### src/sv/scdsp_pkg.sv
// Shared constants, types and state encoding for the scope capture decimator.
package scdsp_pkg;

	localparam int CAPTURE_LEN     = 15000;
	localparam int DISPLAY_SAMPLES = 200;

	localparam int SAMPLE_W = 8;
	localparam int TDIV_W   = 5;
	localparam int VDIV_W   = 8;
	localparam int POS_W    = 14;
	localparam int PHASE_W  = 4;
	localparam int KEPT_W   = 8;
	localparam int VALUE_W  = 12;
	localparam int CFG_IDX_W  = 1;
	localparam int CFG_DATA_W = 8;

	// trace numerator and restoring divider sizes
	localparam int NUM_W     = 23;
	localparam int QUOT_W    = 14;
	localparam int DIV_STEPS = QUOT_W;
	localparam int DCNT_W    = 4;

	localparam int MAX_STEP = 16;

	localparam logic [CFG_IDX_W-1:0] REG_TIME_DIV  = 1'b0;
	localparam logic [CFG_IDX_W-1:0] REG_VOLTS_DIV = 1'b1;

	localparam logic KIND_TRACE = 1'b0;
	localparam logic KIND_PEAK  = 1'b1;

	typedef enum logic [2:0] {
		ST_IDLE,
		ST_NUM,
		ST_DIV,
		ST_TRACE,
		ST_PEAK
	} state_t;

	typedef struct packed {
		logic take_item;
		logic load_num;
		logic div_step;
		logic load_trace;
		logic load_peak;
	} ctl_cmd_t;

	typedef struct packed {
		logic keep_now;
		logic end_now;
		logic end_q;
		logic div_last;
		logic out_free;
	} dp_status_t;

endpackage

### src/sv/scope_capture_decimate_scale_peak_unit.sv
// A kept sample passes through the numerator load, 14 divide steps and the trace load,
// which waits while out_stall holds the output register; no new sample is taken meanwhile.
// The restoring divider yields one quotient bit per cycle. Dropped samples are taken
// back to back; a capture's last sample is followed by the peak item load.
// One result register parts the output; the next item is taken while it waits.
// Reset (arst_n low) clears counters, peak, output valid; time_div 2, volts_div 100.
module scope_capture_decimate_scale_peak_unit (
	input  logic                                 clk,
	input  logic                                 arst_n,
	input  logic                                 cfg_we,
	input  logic [scdsp_pkg::CFG_IDX_W-1:0]      cfg_index,
	input  logic [scdsp_pkg::CFG_DATA_W-1:0]     cfg_data,
	input  logic                                 in_valid,
	output logic                                 in_stall,
	input  logic [scdsp_pkg::SAMPLE_W-1:0]       adc_sample,
	output logic                                 out_valid,
	input  logic                                 out_stall,
	output logic                                 kind,
	output logic signed [scdsp_pkg::VALUE_W-1:0] value,
	output logic [scdsp_pkg::KEPT_W-1:0]         position,
	output logic                                 last
);
	import scdsp_pkg::*;

	ctl_cmd_t   cmd;
	dp_status_t st;

	scdsp_ctrl u_ctrl (
		.clk      (clk),
		.arst_n   (arst_n),
		.in_valid (in_valid),
		.in_stall (in_stall),
		.st       (st),
		.cmd      (cmd)
	);

	scdsp_dp u_dp (
		.clk        (clk),
		.arst_n     (arst_n),
		.cfg_we     (cfg_we),
		.cfg_index  (cfg_index),
		.cfg_data   (cfg_data),
		.adc_sample (adc_sample),
		.cmd        (cmd),
		.st         (st),
		.out_valid  (out_valid),
		.out_stall  (out_stall),
		.kind       (kind),
		.value      (value),
		.position   (position),
		.last       (last)
	);

endmodule

### src/sv/scdsp_ctrl.sv
// Controller state machine sequencing accept, divide and result loads.
module scdsp_ctrl (
	input  logic                   clk,
	input  logic                   arst_n,
	input  logic                   in_valid,
	output logic                   in_stall,
	input  scdsp_pkg::dp_status_t  st,
	output scdsp_pkg::ctl_cmd_t    cmd
);
	import scdsp_pkg::*;

	state_t state_q;
	state_t state_d;

	always_ff @(posedge clk or negedge arst_n) begin
		if (!arst_n) begin
			state_q <= ST_IDLE;
		end else begin
			state_q <= state_d;
		end
	end

	always_comb begin
		state_d = state_q;
		case (state_q)
			ST_IDLE: begin
				if (in_valid) begin
					if (st.keep_now) begin
						state_d = ST_NUM;
					end else if (st.end_now) begin
						state_d = ST_PEAK;
					end
				end
			end
			ST_NUM: begin
				state_d = ST_DIV;
			end
			ST_DIV: begin
				if (st.div_last) begin
					state_d = ST_TRACE;
				end
			end
			ST_TRACE: begin
				if (st.out_free) begin
					state_d = st.end_q ? ST_PEAK : ST_IDLE;
				end
			end
			ST_PEAK: begin
				if (st.out_free) begin
					state_d = ST_IDLE;
				end
			end
			default: begin
				state_d = ST_IDLE;
			end
		endcase
	end

	always_comb begin
		in_stall       = (state_q != ST_IDLE);
		cmd.take_item  = (state_q == ST_IDLE) && in_valid;
		cmd.load_num   = (state_q == ST_NUM);
		cmd.div_step   = (state_q == ST_DIV);
		cmd.load_trace = (state_q == ST_TRACE) && st.out_free;
		cmd.load_peak  = (state_q == ST_PEAK) && st.out_free;
	end

endmodule

### src/sv/scdsp_dp.sv
// Datapath: capture counters, peak tracking, trace divider and output register.
module scdsp_dp (
	input  logic                                 clk,
	input  logic                                 arst_n,
	input  logic                                 cfg_we,
	input  logic [scdsp_pkg::CFG_IDX_W-1:0]      cfg_index,
	input  logic [scdsp_pkg::CFG_DATA_W-1:0]     cfg_data,
	input  logic [scdsp_pkg::SAMPLE_W-1:0]       adc_sample,
	input  scdsp_pkg::ctl_cmd_t                  cmd,
	output scdsp_pkg::dp_status_t                st,
	output logic                                 out_valid,
	input  logic                                 out_stall,
	output logic                                 kind,
	output logic signed [scdsp_pkg::VALUE_W-1:0] value,
	output logic [scdsp_pkg::KEPT_W-1:0]         position,
	output logic                                 last
);
	import scdsp_pkg::*;

	localparam logic [POS_W-1:0]  CAPTURE_LEN_C = POS_W'(CAPTURE_LEN);
	localparam logic [KEPT_W-1:0] DISPLAY_C     = KEPT_W'(DISPLAY_SAMPLES);
	localparam logic [TDIV_W-1:0] MAX_STEP_C    = TDIV_W'(MAX_STEP);
	localparam logic signed [NUM_W-1:0] TRACE_GAIN = NUM_W'(4200);
	localparam logic [20:0] VOLT_GAIN = 21'd7680;
	localparam logic [16:0] PEAK_MV_GAIN = 17'd500;
	localparam logic [8:0]  PEAK_OFFSET = 9'd250;
	// 22 * 52429 / 2^18 stands for 44 / 10 over the peak range
	localparam logic [20:0] PEAK_GAIN = 21'd1153438;
	localparam int PEAK_SHIFT = 18;
	localparam logic [QUOT_W-1:0] SAT_POS = QUOT_W'(2047);
	localparam logic [QUOT_W-1:0] SAT_NEG = QUOT_W'(2048);

	// configuration
	logic [TDIV_W-1:0] time_div_q;
	logic [VDIV_W-1:0] volts_div_q;

	always_ff @(posedge clk or negedge arst_n) begin
		if (!arst_n) begin
			time_div_q  <= TDIV_W'(2);
			volts_div_q <= VDIV_W'(100);
		end else if (cfg_we) begin
			case (cfg_index)
				REG_TIME_DIV:  time_div_q  <= cfg_data[TDIV_W-1:0];
				REG_VOLTS_DIV: volts_div_q <= cfg_data[VDIV_W-1:0];
				default: ;
			endcase
		end
	end

	logic [TDIV_W-1:0] step_c;
	logic [VDIV_W-1:0] vdiv_c;

	always_comb begin
		if (time_div_q == '0) begin
			step_c = TDIV_W'(1);
		end else if (time_div_q > MAX_STEP_C) begin
			step_c = MAX_STEP_C;
		end else begin
			step_c = time_div_q;
		end
		vdiv_c = (volts_div_q == '0) ? VDIV_W'(1) : volts_div_q;
	end

	// capture bookkeeping
	logic [POS_W-1:0]    pos_q;
	logic [PHASE_W-1:0]  phase_q;
	logic [KEPT_W-1:0]   kept_q;
	logic [SAMPLE_W-1:0] peak_q;

	logic [SAMPLE_W-1:0] peak_new_c;
	logic [POS_W-1:0]    pos_next_c;
	logic [TDIV_W-1:0]   phase_inc_c;
	logic                keep_c;
	logic                end_c;

	always_comb begin
		peak_new_c  = (adc_sample > peak_q) ? adc_sample : peak_q;
		keep_c      = (phase_q == '0) && (kept_q < DISPLAY_C);
		pos_next_c  = pos_q + POS_W'(1);
		end_c       = (pos_next_c >= CAPTURE_LEN_C) || (pos_next_c == '0);
		phase_inc_c = TDIV_W'(phase_q) + TDIV_W'(1);
	end

	always_ff @(posedge clk or negedge arst_n) begin
		if (!arst_n) begin
			pos_q   <= '0;
			phase_q <= '0;
			kept_q  <= '0;
			peak_q  <= '0;
		end else if (cmd.take_item) begin
			if (end_c) begin
				pos_q   <= '0;
				phase_q <= '0;
				kept_q  <= '0;
				peak_q  <= '0;
			end else begin
				pos_q   <= pos_next_c;
				phase_q <= (phase_inc_c >= step_c) ? '0 : phase_inc_c[PHASE_W-1:0];
				kept_q  <= kept_q + KEPT_W'(keep_c);
				peak_q  <= peak_new_c;
			end
		end
	end

	// per-item holding registers
	logic                end_q;
	logic [SAMPLE_W-1:0] sample_q;
	logic [KEPT_W-1:0]   trace_pos_q;
	logic [7:0]          peak_d_q;

	logic [16:0] peak_mv_prod_c;
	logic [8:0]  peak_mv_c;
	logic [8:0]  peak_d_c;

	always_comb begin
		peak_mv_prod_c = 17'(peak_new_c) * PEAK_MV_GAIN;
		peak_mv_c      = peak_mv_prod_c[16:8];
		peak_d_c       = (peak_mv_c > PEAK_OFFSET) ? (peak_mv_c - PEAK_OFFSET) : 9'd0;
	end

	always_ff @(posedge clk or negedge arst_n) begin
		if (!arst_n) begin
			end_q <= 1'b0;
		end else if (cmd.take_item) begin
			end_q <= end_c;
		end
	end

	always_ff @(posedge clk) begin
		if (cmd.take_item) begin
			sample_q    <= adc_sample;
			trace_pos_q <= kept_q;
			peak_d_q    <= peak_d_c[7:0];
		end
	end

	// trace numerator: (s - 128) * 4200 + 7680 * v
	logic signed [9:0]       sm_c;
	logic signed [NUM_W-1:0] sm_ext_c;
	logic [20:0]             vterm_c;
	logic signed [NUM_W-1:0] num_c;
	logic [NUM_W-1:0]        mag_c;

	always_comb begin
		sm_c     = $signed({2'b00, sample_q}) - 10'sd128;
		sm_ext_c = NUM_W'(sm_c);
		vterm_c  = 21'(vdiv_c) * VOLT_GAIN;
		num_c    = sm_ext_c * TRACE_GAIN + $signed(NUM_W'(vterm_c));
		mag_c    = num_c[NUM_W-1] ? NUM_W'(-num_c) : NUM_W'(num_c);
	end

	// restoring divider: |num| / 256 / v, one quotient bit per cycle
	logic              neg_q;
	logic [QUOT_W-1:0] dvd_q;
	logic [VDIV_W-1:0] rem_q;
	logic [DCNT_W-1:0] dcnt_q;
	logic [VDIV_W:0]   rem_shift_c;
	logic              ge_c;

	always_comb begin
		rem_shift_c = {rem_q, dvd_q[QUOT_W-1]};
		ge_c        = (rem_shift_c >= {1'b0, vdiv_c});
	end

	always_ff @(posedge clk or negedge arst_n) begin
		if (!arst_n) begin
			dcnt_q <= '0;
		end else if (cmd.load_num) begin
			dcnt_q <= '0;
		end else if (cmd.div_step) begin
			dcnt_q <= dcnt_q + DCNT_W'(1);
		end
	end

	always_ff @(posedge clk) begin
		if (cmd.load_num) begin
			neg_q <= num_c[NUM_W-1];
			dvd_q <= mag_c[QUOT_W+7:8];
			rem_q <= '0;
		end else if (cmd.div_step) begin
			rem_q <= ge_c ? VDIV_W'(rem_shift_c - {1'b0, vdiv_c}) : rem_shift_c[VDIV_W-1:0];
			dvd_q <= {dvd_q[QUOT_W-2:0], ge_c};
		end
	end

	// saturate and sign the quotient
	logic signed [VALUE_W-1:0] trace_val_c;
	logic [QUOT_W-1:0]         quot_neg_c;

	always_comb begin
		quot_neg_c = QUOT_W'(-dvd_q);
		if (neg_q) begin
			trace_val_c = (dvd_q > SAT_NEG) ? $signed(SAT_NEG[VALUE_W-1:0] ^ '0)
			                                : $signed(quot_neg_c[VALUE_W-1:0]);
			if (dvd_q > SAT_NEG) begin
				trace_val_c = -12'sd2048;
			end
		end else begin
			trace_val_c = (dvd_q > SAT_POS) ? 12'sd2047 : $signed(dvd_q[VALUE_W-1:0]);
		end
	end

	// peak value
	logic [28:0]        peak_prod_c;
	logic [VALUE_W-1:0] peak_val_c;

	always_comb begin
		peak_prod_c = 29'(peak_d_q) * 29'(PEAK_GAIN);
		peak_val_c  = VALUE_W'(peak_prod_c >> PEAK_SHIFT);
	end

	// output register
	logic                      out_valid_q;
	logic                      kind_q;
	logic signed [VALUE_W-1:0] value_q;
	logic [KEPT_W-1:0]         position_q;
	logic                      last_q;

	always_ff @(posedge clk or negedge arst_n) begin
		if (!arst_n) begin
			out_valid_q <= 1'b0;
		end else if (cmd.load_trace || cmd.load_peak) begin
			out_valid_q <= 1'b1;
		end else if (!out_stall) begin
			out_valid_q <= 1'b0;
		end
	end

	always_ff @(posedge clk) begin
		if (cmd.load_trace) begin
			kind_q     <= KIND_TRACE;
			value_q    <= trace_val_c;
			position_q <= trace_pos_q;
			last_q     <= 1'b0;
		end else if (cmd.load_peak) begin
			kind_q     <= KIND_PEAK;
			value_q    <= $signed(peak_val_c);
			position_q <= '0;
			last_q     <= 1'b1;
		end
	end

	always_comb begin
		st.keep_now = keep_c;
		st.end_now  = end_c;
		st.end_q    = end_q;
		st.div_last = (dcnt_q == DCNT_W'(DIV_STEPS - 1));
		st.out_free = !out_valid_q || !out_stall;
	end

	assign out_valid = out_valid_q;
	assign kind      = kind_q;
	assign value     = value_q;
	assign position  = position_q;
	assign last      = last_q;

endmodule

### config.mk
export PLATFORM = sky130hd
export DESIGN_NAME = scope_capture_decimate_scale_peak_unit
export DESIGN_NICKNAME = d
export VERILOG_FILES = /design/src/sv/scdsp_pkg.sv /design/src/sv/scope_capture_decimate_scale_peak_unit.sv /design/src/sv/scdsp_ctrl.sv /design/src/sv/scdsp_dp.sv
export SDC_FILE = /design/constraint.sdc
export NUM_CORES = 1
export LEC_CHECK = 0
export BUFFER_PORTS_ARGS = -buffer_cell sky130_fd_sc_hd__buf_2
export CORE_MARGIN = 1
export CORE_UTILIZATION = 25
export DETAILED_ROUTE_END_ITERATION = 16
export GPL_ROUTABILITY_DRIVEN = 0
export PLACE_DENSITY = 0.48
export SLEW_MARGIN = 20
export SYNTH_ARGS = -nofsm -noshare
export SYNTH_HDL_FRONTEND = slang
export SYNTH_SLANG_ARGS = --single-unit
### constraint.sdc
create_clock -name clk -period 7.1 [get_ports clk]
set_input_delay 1.42 -clock clk [delete_from_list [all_inputs] [get_ports clk]]
set_output_delay 1.42 -clock clk [all_outputs]
set_load 0.02 [all_outputs]
# Word level (Yosys, flattened, before mapping)

Index checks and enable logic that the tools add are counted.

Flip-flop bits (word level): 124

Add/sub/neg operators: 10
Multiply operators: 4
$lt $le $gt $ge: 9
Equality and inequality tests: 11
Mux-type cells: 32
Bitwise gates (word level): 1
Reductions and logical operators: 20

Operators by type and width:

| operator                                                                          | number |
|---|---|
| 12-bit 2-to-1 mux                                                                 | 5 |
| 8-bit 2-to-1 mux                                                                  | 7 |
| 14-bit 2-to-1 mux                                                                 | 3 |
| 8-bit by 20-bit multiplier with 28-bit output, second input constant              | 1 |
| 23-bit by 22-bit adder with 23-bit output                                         | 1 |
| 22-bit 2-to-1 mux                                                                 | 1 |
| 22-bit negator                                                                    | 1 |
| 3-bit 2-to-1 mux                                                                  | 7 |
| 9-bit by 11-bit multiplier with 20-bit output, second input constant              | 1 |
| 4-bit 2-to-1 mux                                                                  | 4 |
| 8-bit by 7-bit multiplier with 15-bit output, second input constant               | 1 |
| 3-bit one-hot mux with 5 select lines                                             | 1 |
| 14-bit by 1-bit adder with 14-bit output, second input constant                   | 1 |
| 14-bit greater-or-equal comparator, second input constant                         | 1 |
| 14-bit by 11-bit greater-than comparator with 1-bit output, second input constant | 1 |
| 14-bit by 12-bit greater-than comparator with 1-bit output, second input constant | 1 |
| 14-bit logical NOT                                                                | 1 |
| 8-bit by 4-bit multiplier with 12-bit output, second input constant               | 1 |
| 12-bit negator                                                                    | 1 |
| 5-bit 2-to-1 mux                                                                  | 2 |
| 9-bit by 8-bit greater-or-equal comparator with 1-bit output                      | 1 |
| 9-bit by 8-bit greater-than comparator with 1-bit output, second input constant   | 1 |
| 8-bit by 8-bit subtractor with 9-bit output, second input constant                | 1 |
| 8-bit by 1-bit adder with 8-bit output                                            | 1 |
| 28 further kinds                                                                  | 41 |

# Longest topological paths before layout

Gate-level depths: netlist of run 1.

Word-level depth: 7
Mapped depth: 30
Mapped depth without buffers: 28

# Hierarchy

A second synthesis of run 1 with hierarchy kept.

Cells, all modules: 1396
Area, all modules: 13043.8 um^2

Modules (own cells, without submodules):

| module     | times used | cells each | area each (um^2) | seq. area each (um^2) |
|---|---|---|---|---|
| scdsp_dp   | 1          | 1367       | 12821.0          | 3283.1 |
| scdsp_ctrl | 1          | 29         | 222.7            | 75.1 |

# Worst setup path before layout of run 1

Ideal clock, no wire load.

Path kind: input -> register
From: in adc_sample[1] in the netlist's numbering
To: reg u_dp.peak_d_q[5], data pin
Data arrival time: 8.038 ns
Required time: 6.950 ns
Setup slack: -1.088 ns
Stages: 28
Path buffers: 2
Path through: ha_1 > nor2b_4 > o21a_4 > o21a_1 > o21ai_2 > mux2i_1 > xor2_1 > ha_1 > fa_1 > inv_1 > fa_1 > fa_1 > inv_1 > ha_1 > buf_2 > a21oi_2 > nor2_1 > nor2_1 > mux2i_1 > xor2_1 > inv_2 > ha_1 > or4_4 > nor4b_4 > o221ai_2 > and3_1 > buf_6 > nor3_2

Cells in the longest elaborated chain, start to end: 4
Elaborated cells on any way between the ends: 5
Those cells by class: add/sub (1); mul (1); order compare (2); mux (1)

RTL lines:

| what                                                                                         | line                                         | RTL |
|---|---|---|
| start, declared                                                                              | scope_capture_decimate_scale_peak_unit.sv:15 | `input logic [scdsp_pkg::SAMPLE_W-1:0] adc_sample,` |
| 8-bit greater-than comparator                                                                | scdsp_dp.sv:77                               | `peak_new_c = (adc_sample > peak_q) ? adc_sample : peak_q;` |
| 8-bit 2-to-1 mux *                                                                           | scdsp_dp.sv:77                               |  |
| 8-bit by 7-bit multiplier with 15-bit output *                                               | scdsp_dp.sv:116                              | `peak_mv_prod_c = 17'(peak_new_c) * PEAK_MV_GAIN;` |
| 8-bit subtractor or 9-bit by 8-bit greater-than comparator with 1-bit output (tied branches) | scdsp_dp.sv:118                              | `peak_d_c = (peak_mv_c > PEAK_OFFSET) ? (peak_mv_c - PEAK_OFFSET) : 9'd0;` |
| end signal, assigned                                                                         | scdsp_dp.sv:133                              | `peak_d_q <= peak_d_c[7:0];` |
| end, declared                                                                                | scdsp_dp.sv:109                              | `logic [7:0] peak_d_q;` |

Mark *: on every way between the ends. The rest lies on a longest branch, timed or not.
A chain may end at the register's enable or synchronous reset.

# Worst setup path after layout of run 1

From: in adc_sample[1] in the netlist's numbering
To: reg u_dp.peak_d_q[7], data pin

Same word-level chain as after synthesis.

==> results_dict.tcl, run 1 <==
set metrics [dict create \
    crit_arrival_ps 7300 \
    hold_path.class "reg2reg" \
    drv_cap 0 \
    ant_nets 0 \
    drive_above_1_share_pct 16.6 \
    track_usage_pct 12.2 \
    hpwl_um 24900 \
    clock-sinks 124 \
    tightest_slew_ps 1060 \
    timing.hold.ws_ps 465 \
    crit_required_ps 7310 \
    port-buffer-count 45 \
    ys_seq_area_share_pct 26.2 \
    dieArea_um2 52300 \
    area_growth_pct 19.4 \
    ff2ff_path_depth 28 \
    startpoint_type "primary input" \
    cts_tree "built" \
    die_w_um 229 \
    end_kind "flop" \
    die_h_um 229 \
    ios 46 \
    fin_crit_ps 7090 \
    coreArea_um2 50400 \
    placed_area_um2 14500 \
    via_per_inst 4.53 \
    syn_avg_cell_area_um2 9.31 \
    grt_overflow 0 \
    grt_pass1_vias 10200 \
    drt_iter0_drc 408 \
    grt_pass1_wl_um 51400 \
    n_antenna_cell 0 \
    clk_path_buf_depth 2 \
    setup_viol 0 \
    synthArstFlopShare_pct 45.2 \
    netlist_instances 1380 \
    h-tree-depth 4 \
    fillers 5191 \
    syn_area_um2 12800 \
    period_share_pct 99.9 \
    synth.most_common_cell "ha_1" \
    via_count 9909 \
    cts_made_buffers 17 \
    yosysTopAreaCell "ha_1" \
    start_util_pct 25.5 \
    avgRoutedWirePerCell_um 13.9 \
    clk_latency_ps 450 \
    clk_pin_slew_ps 70 \
    synth_top_area_share_pct 19.8 \
    drc 0 \
    nNetsFinal 1794 \
    worstHoldStart "u_dp.rem_q[7]$_SDFFE_PP0P_" \
    status "finished, final reports clean" \
    row_count 82 \
    ys_top_cells_by_count "ha_1, inv_1, nand2_1" \
    r2r_setup_slack_ps 540 \
    cp_max_fo 4 \
    routed_wl_um 30300 \
    clock_skew_ps 11.9 \
    dr.pass1.iters 7 \
    ctsRootBufferMaster "clkbuf_16" \
    regToRegStartpoint "u_dp.peak_q[1]$_DFFE_PN0P_" \
    fin_area_um2 15300 \
    critPathKind "in2reg" \
    syn_nets 1673 \
    hold_end "u_dp.rem_q[7]$_SDFFE_PP0P_" \
    rsz0062_at_grt "true" \
    maxSlewViolCount 0 \
    ys_types 86 \
    ys_seq_elements 124 \
    fmax_ghz 0.141 \
    yosysWarnings 0 \
    relSlewSlack_pct 29.0 \
    grt_max_degree 57 \
    final_util_pct 30.4 \
    synth_area_leaders "ha_1, edfxtp_1, fa_1" \
    grt_antenna_before_repair 0 \
    synth-edff-count 59 \
    hold_buffers 0 \
    r2r-end "u_dp.peak_d_q[7]$_SDFFCE_PP0P_" \
    hold_depth 2 \
    yosys_most_used_dff "edfxtp_1" \
    final-hold-violation-count 0 \
]
-- repair_timing --
| item | in CTS | in global routing |
|---|---|---|
| setup endpoints to repair | 8 | 10 |
| buffers inserted | 8 | 5 |
| gates resized for setup | 8 | 25 |
| pin swaps | 12 | 1 |
-- state kept, by name, indices dropped and copies added (netlist names) --
name              cells
u_ctrl.state_q        3
u_dp.dcnt_q           4
u_dp.dvd_q           14
u_dp.end_q            1
u_dp.kept_q           8
u_dp.kind             1
u_dp.neg_q            1
u_dp.out_valid        1
u_dp.peak_d_q         8
u_dp.peak_q           8
u_dp.phase_q          4
u_dp.pos_q           14
u_dp.position         8
u_dp.rem_q            8
u_dp.sample_q         8
u_dp.time_div_q       5
u_dp.trace_pos_q      8
u_dp.value           12
u_dp.volts_div_q      8
-- logic make-up after synthesis --
logic type      after synthesis  synth area share [%]
mux                          31                  2.54
xor+xnor                     78                  5.43
flops                       124                  26.2
compound gates              304                  15.0
simple gates                367                  14.4
buf+inv                     205                  6.13
fa+ha+maj                   271                  30.4
-- layer usage --
layer	wire length [um]	GRT usage, %	vias to the layer above
met2	14300	20.5	104
met4	464	4.03	0
met5	0	0	-
met1	14900	15.9	4715
li1	-	-	5071
met3	672	1.81	19
-- critical path, cell delays in order --
cell	delay, ps
buf_8	100
ha_4	200
nor2b_4	120
o21a_4	200
o21a_1	220
o21ai_4	190
buf_6	130
mux2i_4	300
xor2_2	190
ha_1	270
fa_1	490
inv_1	50
fa_1	450
fa_1	530
inv_2	50
ha_4	280
a21oi_4	60
nor2_2	110
nor2_1	60
mux2i_1	170
xor2_1	240
inv_2	80
ha_4	160
or4_4	420
nor4b_4	370
xor2_1	180
o21ai_1	90
a22o_1	170
-- worst max path at each step --
stage / from / end / slack, ps / depth (start not counted)
4_1_cts: adc_sample[1] / u_dp.peak_d_q[7]$_SDFFCE_PP0P_ / 2 / 28
5_1_grt: adc_sample[1] / u_dp.peak_d_q[7]$_SDFFCE_PP0P_ / -230 / 28
2_1_floorplan: adc_sample[1] / u_dp.peak_d_q[7]$_SDFFCE_PP0P_ / -610 / 27
6_report: adc_sample[1] / u_dp.peak_d_q[7]$_SDFFCE_PP0P_ / 9 / 28
3_5_place_dp: adc_sample[1] / u_dp.peak_d_q[7]$_SDFFCE_PP0P_ / -680 / 29
3_3_place_gp: adc_sample[1] / u_dp.peak_d_q[7]$_SDFFCE_PP0P_ / -540 / 28
-- layout make-up --
cell class	instances	area, um2	area share (%)
multi-input combinational	1051	8960	58.4
inverter	171	642	4.19
timing repair buffer	136	930	6.06
sequential	124	3360	21.9
clock buffer	19	433	2.82
clock inverter	13	166	1.09
tap	672	841	5.49
-- cell usage in the layout, fill, tap and decap left out, drive strengths merged, types with 9 or more instances in the layout --
master and count:
a211oi 9, a21o 19, a21oi 80, a31oi 18, and2 19, and3 11, buf 136, clkbuf 19
dfrtp 52, dfxtp 9, edfxtp 59, fa 68, ha 203, inv 174, mux2 13, mux2i 18
nand2 118, nand2b 20, nand3 20, nand4 17, nor2 78, nor2b 12, nor3 26, o21a 11
o21ai 100, o31ai 14, or3 13, xnor2 50, xor2 27
-- metrics by stage --
step,std cells,setup TNS [ps],setup slack (ps)
2_1_floorplan,1380,-4760,-614
3_3_place_gp,2141,-4080,-537
3_5_place_dp,2141,-5140,-680
4_1_cts,2181,0,2.41
5_1_grt,2186,-1150,-226
6_report,2186,0,9.38
Power of run 1 is left out: the tool's default activity adds up to more than one toggle a clock period on the data nets, which glitch-free logic cannot reach.
==> run 2, diff against run 1 <==
--- a/config.mk
+++ b/config.mk
@@ -6,7 +6,7 @@
 export NUM_CORES = 1
 export LEC_CHECK = 0
 export BUFFER_PORTS_ARGS = -buffer_cell sky130_fd_sc_hd__buf_2
-export CORE_MARGIN = 1
+export CORE_MARGIN = 2
 export CORE_UTILIZATION = 25
 export DETAILED_ROUTE_END_ITERATION = 16
 export GPL_ROUTABILITY_DRIVEN = 0
==> results_dict.tcl, run 2 (synthesized netlist as in run 1, its figures left out) <==
set metrics [dict create \
    h-tree-depth 4 \
    drt_iter0_drc 471 \
    relSlewSlack_pct 30.6 \
    final_cell_mix "ha_1, inv_1, nand2_1, buf_4, a21oi_1" \
    dieArea_um2 53200 \
    hold_depth 2 \
    cts_made_buffers 17 \
    final-hold-violation-count 0 \
    area_growth_pct 19.1 \
    crit_required_ps 7290 \
    slowest_delay_ps 560 \
    drv_cap 0 \
    period_share_pct 99.8 \
    grt_max_degree 57 \
    startpoint_type "primary input" \
    tightest_slew_ps 1040 \
    cp_max_fo 7 \
    avgRoutedWirePerCell_um 14.2 \
    crit_arrival_ps 7280 \
    maxSlewViolCount 0 \
    fmax_ghz 0.141 \
    setup_tns_ps 0 \
    port-buffer-count 45 \
    hold_path.class "reg2reg" \
    die_w_um 231 \
    ant_nets 0 \
    hpwl_um 25100 \
    ff2ff_path_depth 23 \
    grt_pass1_vias 10200 \
    grt_pass1_wl_um 52000 \
    clock-sinks 124 \
    row_count 83 \
    n_antenna_cell 0 \
    status "finished, final reports clean" \
    grt_antenna_before_repair 1 \
    clk_path_buf_depth 2 \
    clk_latency_ps 450 \
    placed_area_um2 14500 \
    critPathKind "in2reg" \
    ctsRootBufferMaster "clkbuf_16" \
    instances_no_fill 2191 \
    final_util_pct 29.9 \
    nNetsFinal 1791 \
    ios 46 \
    clock_skew_ps 15.9 \
    dr.pass1.iters 6 \
    drc 0 \
    via_per_inst 4.53 \
    cpMaxStageDelayCell "fa_1" \
    end_kind "flop" \
    cts_tree "built" \
    critPathMostFrequentCell "fa_1" \
    drive_above_1_share_pct 15.9 \
    grt_overflow 0 \
    coreArea_um2 51100 \
    fin_crit_ps 7080 \
    final_common_cell "ha_1" \
    fin_area_um2 15300 \
    routed_wl_um 31000 \
    start_util_pct 25.1 \
    fillers 5410 \
    setup_viol 0 \
    clk_pin_slew_ps 60 \
    dp.cells 2150 \
    track_usage_pct 12.2 \
    rsz0062_at_grt "true" \
    via_count 9932 \
    die_h_um 231 \
]
[run 2: layout make-up]
type | count | area (um2) | share of cell area, %
multi-input combinational | 1051 | 8970 | 58.6
sequential | 124 | 3360 | 22.0
timing repair buffer | 133 | 916 | 5.99
tap | 680 | 851 | 5.56
inverter | 171 | 644 | 4.21
clock buffer | 26 | 500 | 3.27
clock inverter | 6 | 61.3 | 0.401
[run 2: timing repair]
item | in CTS | in global routing
hold buffers | 0 | 0
endpoints found under the setup margin | 8 | 8
gates cloned | 0 | 0
buffers inserted | 3 | 6
resized for setup | 9 | 17
pin swaps | 10 | 17
[run 2: worst max-delay path, delay by kind of cell]
family / cells / cell delay [ps]
muxes: 2 / 470
buffers and inverters: 5 / 420
xor gates and xnor gates: 2 / 420
AOI/OAI and AO/OA: 5 / 830
adders and majority gates: 7 / 2610
and+or+nand+nor: 5 / 1080
[run 2: path summary, 6_finish.rpt]
kind                                            startpoint                         endpoint  slack, ps
worst max register to register  u_dp.sample_q[4]$_DFFE_PP_         u_dp.dvd_q[12]$_DFFE_PP_        430
worst min register to register  u_dp.rem_q[7]$_SDFFE_PP0P_       u_dp.rem_q[7]$_SDFFE_PP0P_        470
worst max-delay path                         adc_sample[1]   u_dp.peak_d_q[7]$_SDFFCE_PP0P_         20
min in group asynchronous                           arst_n  u_dp.volts_div_q[3]$_DFFE_PN0P_       1140
max in group asynchronous                           arst_n       u_dp.kept_q[4]$_DFFE_PN0P_       5370
worst min-delay path            u_dp.rem_q[7]$_SDFFE_PP0P_       u_dp.rem_q[7]$_SDFFE_PP0P_        470
[run 2: metrics by stage]
step / worst slack [ps] / hold slack [ps]
after floorplan: -614 / 426
after global placement: -510 / 447
after detailed placement: -637 / 467
after CTS: -17.6 / 475
after global routing: -311 / 497
final: 15.6 / 473
[run 2: per-layer routing]
layer / GRT usage (%) / up-vias / wire, um
met1: 16.1 / 4733 / 15000
li1: - / 5059 / -
met3: 1.91 / 23 / 788
met5: 0 / - / 0
met4: 3.39 / 0 / 404
met2: 20.5 / 117 / 14800
Power of run 2 is left out for the same reason.
==> run 3, diff against run 2 <==
--- a/config.mk
+++ b/config.mk
@@ -11,6 +11,7 @@
 export DETAILED_ROUTE_END_ITERATION = 16
 export GPL_ROUTABILITY_DRIVEN = 0
 export PLACE_DENSITY = 0.48
+export SETUP_SLACK_MARGIN = 0.3
 export SLEW_MARGIN = 20
 export SYNTH_ARGS = -nofsm -noshare
 export SYNTH_HDL_FRONTEND = slang
==> results_dict.tcl, run 3 (synthesized netlist as in run 1, its figures left out) <==
set metrics [dict create \
    dp.cells 2150 \
    cts_made_buffers 17 \
    grt_pass1_vias 10200 \
    h-tree-depth 4 \
    hold_path.class "reg2reg" \
    hold_buffers 0 \
    grt_max_degree 57 \
    tightest_slew_ps 1040 \
    ios 46 \
    clock_skew_ps 15.8 \
    rsz0062_at_grt "true" \
    via_count 9942 \
    drv_cap 0 \
    via_per_inst 4.54 \
    crit_arrival_ps 7250 \
    ctsRootBufferMaster "clkbuf_16" \
    port-buffer-count 45 \
    grt_overflow 0 \
    relSlewSlack_pct 30.5 \
    drc 0 \
    cpMaxStageDelayCell "fa_1" \
    setup_viol 0 \
    startpoint_type "primary input" \
    worst_slack_ps 39.0 \
    crit_required_ps 7290 \
    dieArea_um2 53200 \
    die_w_um 231 \
    n_antenna_cell 0 \
    status "finished, final reports clean" \
    avgRoutedWirePerCell_um 14.1 \
    ant_nets 0 \
    cp_num_buf_inv 5 \
    drt_iter0_drc 514 \
    drive_above_1_share_pct 16.0 \
    final_common_cell "ha_1" \
    cp_max_fo 8 \
    hpwl_um 25100 \
    coreArea_um2 51100 \
    grt_pass1_wl_um 52000 \
    period_share_pct 99.5 \
    row_count 83 \
    nNetsFinal 1791 \
    pre_cts_ws_ps -637 \
    fin_crit_ps 7060 \
    dr.pass1.iters 5 \
    critPathMostFrequentCell "fa_1" \
    end_kind "flop" \
    die_h_um 231 \
    routed_wl_um 31000 \
    final-hold-violation-count 0 \
    clk_pin_slew_ps 60 \
    setup_tns_ps 0 \
    slowest_delay_ps 540 \
    critPathKind "in2reg" \
    clk_latency_ps 450 \
    maxSlewViolCount 0 \
    clk_path_buf_depth 2 \
    fmax_ghz 0.142 \
    crit_family "adder cells" \
    area_growth_pct 19.1 \
    cts_tree "built" \
    track_usage_pct 12.2 \
    final_cell_mix "ha_1, inv_1, nand2_1, buf_4, a21oi_1" \
    clock-sinks 124 \
    grt_antenna_before_repair 1 \
    instances_no_fill 2191 \
    start_util_pct 25.1 \
]
-- run 3: cell counts in the layout (fill, tap and decap cells not counted) --
Identical to the previous run, type by type.
-- run 3: per-stage QoR --
step | hold slack [ps] | area, um2 | utilization, %
after detailed placement | 467 | 14500 | 28.4
after global placement | 447 | 14500 | 28.4
after global routing | 497 | 15300 | 29.9
after floorplan | 426 | 13000 | -
final | 473 | 15300 | 29.9
after CTS | 475 | 15200 | 29.8
-- run 3: worst min-delay path, stage by stage, from the launching register on --
cell and delay, ps:
dfxtp_1 330, nand2_1 50, o21ai_0 60
-- run 3: path summary, 6_finish.rpt --
check	startpoint	slack (ps)	end	cells after the start
max	adc_sample[1]	40	u_dp.peak_d_q[7]$_SDFFCE_PP0P_	26
min	u_dp.rem_q[7]$_SDFFE_PP0P_	470	u_dp.rem_q[7]$_SDFFE_PP0P_	2
max reg2reg	u_dp.peak_q[1]$_DFFE_PN0P_	550	u_dp.peak_d_q[7]$_SDFFCE_PP0P_	26
min reg2reg	u_dp.rem_q[7]$_SDFFE_PP0P_	470	u_dp.rem_q[7]$_SDFFE_PP0P_	2
max in group asynchronous	arst_n	5380	u_dp.kept_q[4]$_DFFE_PN0P_	2
min in group asynchronous	arst_n	1140	u_dp.volts_div_q[3]$_DFFE_PN0P_	2
-- run 3: layout make-up --
class                   count  area (um2)
fillers                  5415       35800
multi-input cells        1051        8960
flip-flops and latches    124        3360
repair buffers            133         912
well taps                 680         851
inverters                 171         642
clock buffers              26         500
clock inverters             6        61.3
-- run 3: metal layers --
layer | wire length [um] | up-vias | GRT usage (%)
li1 | - | 5060 | -
met1 | 14900 | 4755 | 16.1
met2 | 14800 | 106 | 20.5
met3 | 784 | 21 | 1.91
met4 | 377 | 0 | 3.39
met5 | 0 | - | 0
-- run 3: repair_timing --
| action | CTS | global route |
|---|---|---|
| buffers inserted | 5 | 4 |
| resized for setup | 17 | 7 |
| pin swaps | 14 | 13 |
| endpoints found under the setup margin | 8 | 22 |
Power of run 3 is left out for the same reason.
